==> config.mk <==
export PLATFORM = sky130hd
export DESIGN_NAME = hln_mod
export DESIGN_NICKNAME = d
export VERILOG_FILES = /design/src/hdl/hln_mod.sv
export SDC_FILE = /design/constraint.sdc
export NUM_CORES = 1
export LEC_CHECK = 0
export ABC_CLOCK_PERIOD_IN_PS = 800
export BUFFER_PORTS_ARGS = -buffer_cell sky130_fd_sc_hd__clkbuf_2
export CAP_MARGIN = 20
export CORE_AREA = 2 2 39 41
export CTS_BUF_LIST = sky130_fd_sc_hd__clkbuf_8 sky130_fd_sc_hd__clkbuf_16
export CTS_CLUSTER_SIZE = 12
export DETAILED_ROUTE_END_ITERATION = 16
export DIE_AREA = 0 0 41 43
export SYNTH_ARGS = -nofsm -noshare
export SYNTH_HDL_FRONTEND = slang
export SYNTH_SLANG_ARGS = --single-unit
==> constraint.sdc <==
create_clock -name clk -period 0.8 [get_ports clk]
set_clock_uncertainty 0.05 [all_clocks]
set_input_delay 0.08 -clock clk [delete_from_list [all_inputs] [get_ports clk]]
set_output_delay 0.08 -clock clk [all_outputs]
set_load 0.02 [all_outputs]
==> src/hdl/hln_mod.sv <==
module hln_mod #(
  parameter int N = 256,
  parameter int MW = 32
) (
  input  logic clk,
  input  logic rst,
  input  logic start,
  input  logic [MW-1:0] value,
  output logic done,
  output logic [$clog2(N)-1:0] rem
);

  localparam int AB = $clog2(N);
  localparam bit POW2 = ((1 << AB) == N);

  generate
    if (POW2) begin : g_mask
      always_ff @(posedge clk) begin
        if (rst) begin
          done <= 1'b0;
        end else begin
          done <= start;
        end
        if (start) begin
          rem <= value[AB-1:0];
        end
      end
    end else begin : g_recip
      // quotient by reciprocal multiplication, exact for every MW-bit value
      localparam int SH = MW + AB;
      localparam longint unsigned MINV_L = ((64'd1 << SH) + 64'(N) - 64'd1) / 64'(N);
      localparam logic [MW:0] MINV = (MW+1)'(MINV_L);
      localparam logic [MW-1:0] NK = MW'(N);
      logic [1:0] stage;
      logic [MW-1:0] vreg;
      logic [2*MW:0] prod;
      logic [MW-1:0] quot;

      assign quot = MW'(prod[2*MW:SH]);

      always_ff @(posedge clk) begin
        if (rst) begin
          stage <= '0;
          done <= 1'b0;
        end else begin
          stage <= {stage[0], start};
          done <= stage[1];
        end
        if (start) begin
          vreg <= value;
        end
        if (stage[0]) begin
          prod <= vreg * MINV;
        end
        if (stage[1]) begin
          rem <= AB'(vreg - quot * NK);
        end
      end
    end
  endgenerate

endmodule

## After elaboration in Yosys (flattened, before gate mapping)

Index checks and enable logic that the tools add are counted.

| word-level totals | value |
|---|---|
| flip-flop bits (word level) | 9 |
| logic and storage cells | 2 |

## Longest topological paths before layout

| depth | value |
|---|---|
| depth after elaboration | 0 |
| gate-level depth with buffers | 1 |
| gate-level depth less buffers | 1 |

## Worst setup path before layout

No wires, ideal clock.

| path | value |
|---|---|
| kind | reg-to-output |
| from | register rem[0] |
| to | output rem[0] |
| arrival time | 449 ps |
| setup slack | 221 ps |
| stages on the path, launching flop included | 1 |
| cell sequence | edfxtp_1 |

RTL lines:

| what | line | source |
|---|---|---|
| start, declared | 10 | `output logic [$clog2(N)-1:0] rem` |
| start signal, assigned | 25 | `rem <= value[AB-1:0];` |

No word-level cell between the ends.

## Worst setup path after layout

| path | value |
|---|---|
| from | register rem[7] |
| to | output rem[7] |

No word-level cell between the ends.

==> metrics <==
CP bufs+invs 1; Mapped Area 274 sq um; share of cells above drive strength 1 57.1%; Clock Sinks 9; failing checks setup timing; Critical Path RT 0.67 ns; hold path start start; Worst path max stage delay 0.40 ns; Fmax 1110 MHz; Ports 44; Routed Antenna Nets 0; delay-heaviest family, CP flip-flops; DRC 0; Layout Utilization 41.4%; final hold vios 0; DP Cell Count 45; CTS clk-pin slew, worst paths 0.04 ns; CP Max Fanout 1; DR iter-0 viols 0; P_leak 0.252 nW; TritonCTS clock tree yes; core area 1380 sq um; setup slack after layout -0.104 ns; slowest stage cell on the critical path edfxtp_1; RSZ-0062 raised after global routing true; initial core utilization 19.8%; Post-synth EDFFs 8; chip width 41 um; Final min period 0.904 ns; total track usage 8.64%; largest net degree at the start of global routing 10; wire per inst 10.1 um; register area share after synthesis 95.0%; Crit Path Class reg2out; GP Congestion 0.674; Most used DFF post-synth edfxtp_1; Final nets 78; Num CTS Buffers 3; crit end category output pin; Avg Cell Area, Syn 27.4 sq um; Yosys warnings 0; Critical Path AT 0.77 ns; Synth area leaders edfxtp_1 88%, dfxtp_1 7.3%, nor2b_4 5.0%; first-pass GRT wire length 903 um; Synth Register Bits 9; Max rail drop VDD 0.000911 V; vias in the first global route 215; share of the synthesized area in the top cell type 87.7%; relative slew slack 85.4%; post-synth top area cell edfxtp_1; Pwr Density 2180 nW/um^2; Die Y 43 um; maxcap violations 0; n_diodes 0; hold depth 2; Synth async-reset ratio 0%; Mapped Nets 45; Site Rows 14; htree depth 1; grt total ovfl 0; most frequent cell after synthesis edfxtp_1; Hold Path Sink done; Clock Path Buffers 2; worst-path cell chain buf_6; DR vias 218; non-filler cells, final 58; Die ar. 1760 sq um; Port Buffers 19; ratio of final minimum period to clock period 113%; CP Launch Type register; Least-Margin Pin Slew 0.219 ns; Setup Viol. Count Final 8; Syn Inst Count 10; CTS root buf clkbuf_8; status complete, but fails checks; Slew Viols, Final 0; Netlist cell types 3; Synth top cells by count 8 x edfxtp_1, 1 x dfxtp_1, 1 x nor2b_4; Total Wirelength 587 um; Layout area overhead 109%; Filler cells 133; Placement Setup Slack 0.126 ns; Via-to-Cell Ratio 3.76; antenna violations before repair 0; worst min path class in2reg; total power 1.25 mW; Pre-Repair DR Iteration Count 1
## cell families after synthesis
kind of cell | share of synthesized area, %
flops | 95.0
simple gates | 5.02
## how the worst max path moves through the flow
stage / endpoint / depth (start not counted) / start / slack, ns
floorplan: rem[0] / 0 / rem[0] / 0.22
CTS: rem[7] / 1 / rem[7] / -0.11
detailed placement: rem[2] / 1 / start / 0.13
finish: rem[7] / 1 / rem[7] / -0.10
global route: rem[7] / 1 / rem[7] / -0.13
global placement: rem[3] / 1 / rem[3] / 0.14
## registers in the layout, indices dropped and copies added (netlist names)
register  flops
done          1
rem           8
## report_power, final
group	leakage, nW	switching [mW]	internal, mW
Sequential	0.0869	0.0140	0.554
Combinational	0.138	0.0777	0.104
Clock	0.0269	0.168	0.333
## layer usage
metal / part of all wire (%) / vias up / global-route usage (%)
li1: - / 102 / -
met1: 41 / 94 / 9.70
met2: 42 / 20 / 10.6
met3: 15 / 2 / 5.24
met4: 1.2 / 0 / 8.00
met5: 0 / - / 0
## final cells by class
type                            instances  area, sq um  area share (%)
Sequential cell                         9          262            45.6
Clock inverter                          1         3.75           0.655
Clock buffer                            3         41.3            7.21
Timing Repair Buffer                   28          233            40.6
Tap cell                               16         20.0            3.49
Multi-Input combinational cell          1         13.8            2.40
## placed cells by master, fill, tap and decap left out
| cell | n |
|---|---|
| buf_2 | 2 |
| buf_6 | 6 |
| buf_8 | 1 |
| clkbuf_2 | 10 |
| clkbuf_8 | 3 |
| dfxtp_2 | 1 |
| dlygate4sd3_1 | 9 |
| edfxtp_1 | 8 |
| inv_1 | 1 |
| nor2b_4 | 1 |
## stage by stage
| stage | instance area (sq um) | hold WS (ns) | setup TNS (ns) |
|---|---|---|---|
| 3_3_place_gp | 389 | 0.210 | 0 |
| 3_5_place_dp | 389 | 0.210 | 0 |
| 2_1_floorplan | 274 | 0.0943 | 0 |
| 4_1_cts | 534 | 0.178 | -0.712 |
| 6_report | 573 | 0.178 | -0.584 |
| 5_1_grt | 573 | 0.204 | -0.854 |
## timing repair
action,CTS,global route
setup endpoints to repair,9,9
hold buffers,9,0
endpoints found under the hold margin,9,0
setup buffers,0,0
resized for setup,3,21
Power figures use the tool's default switching activity.
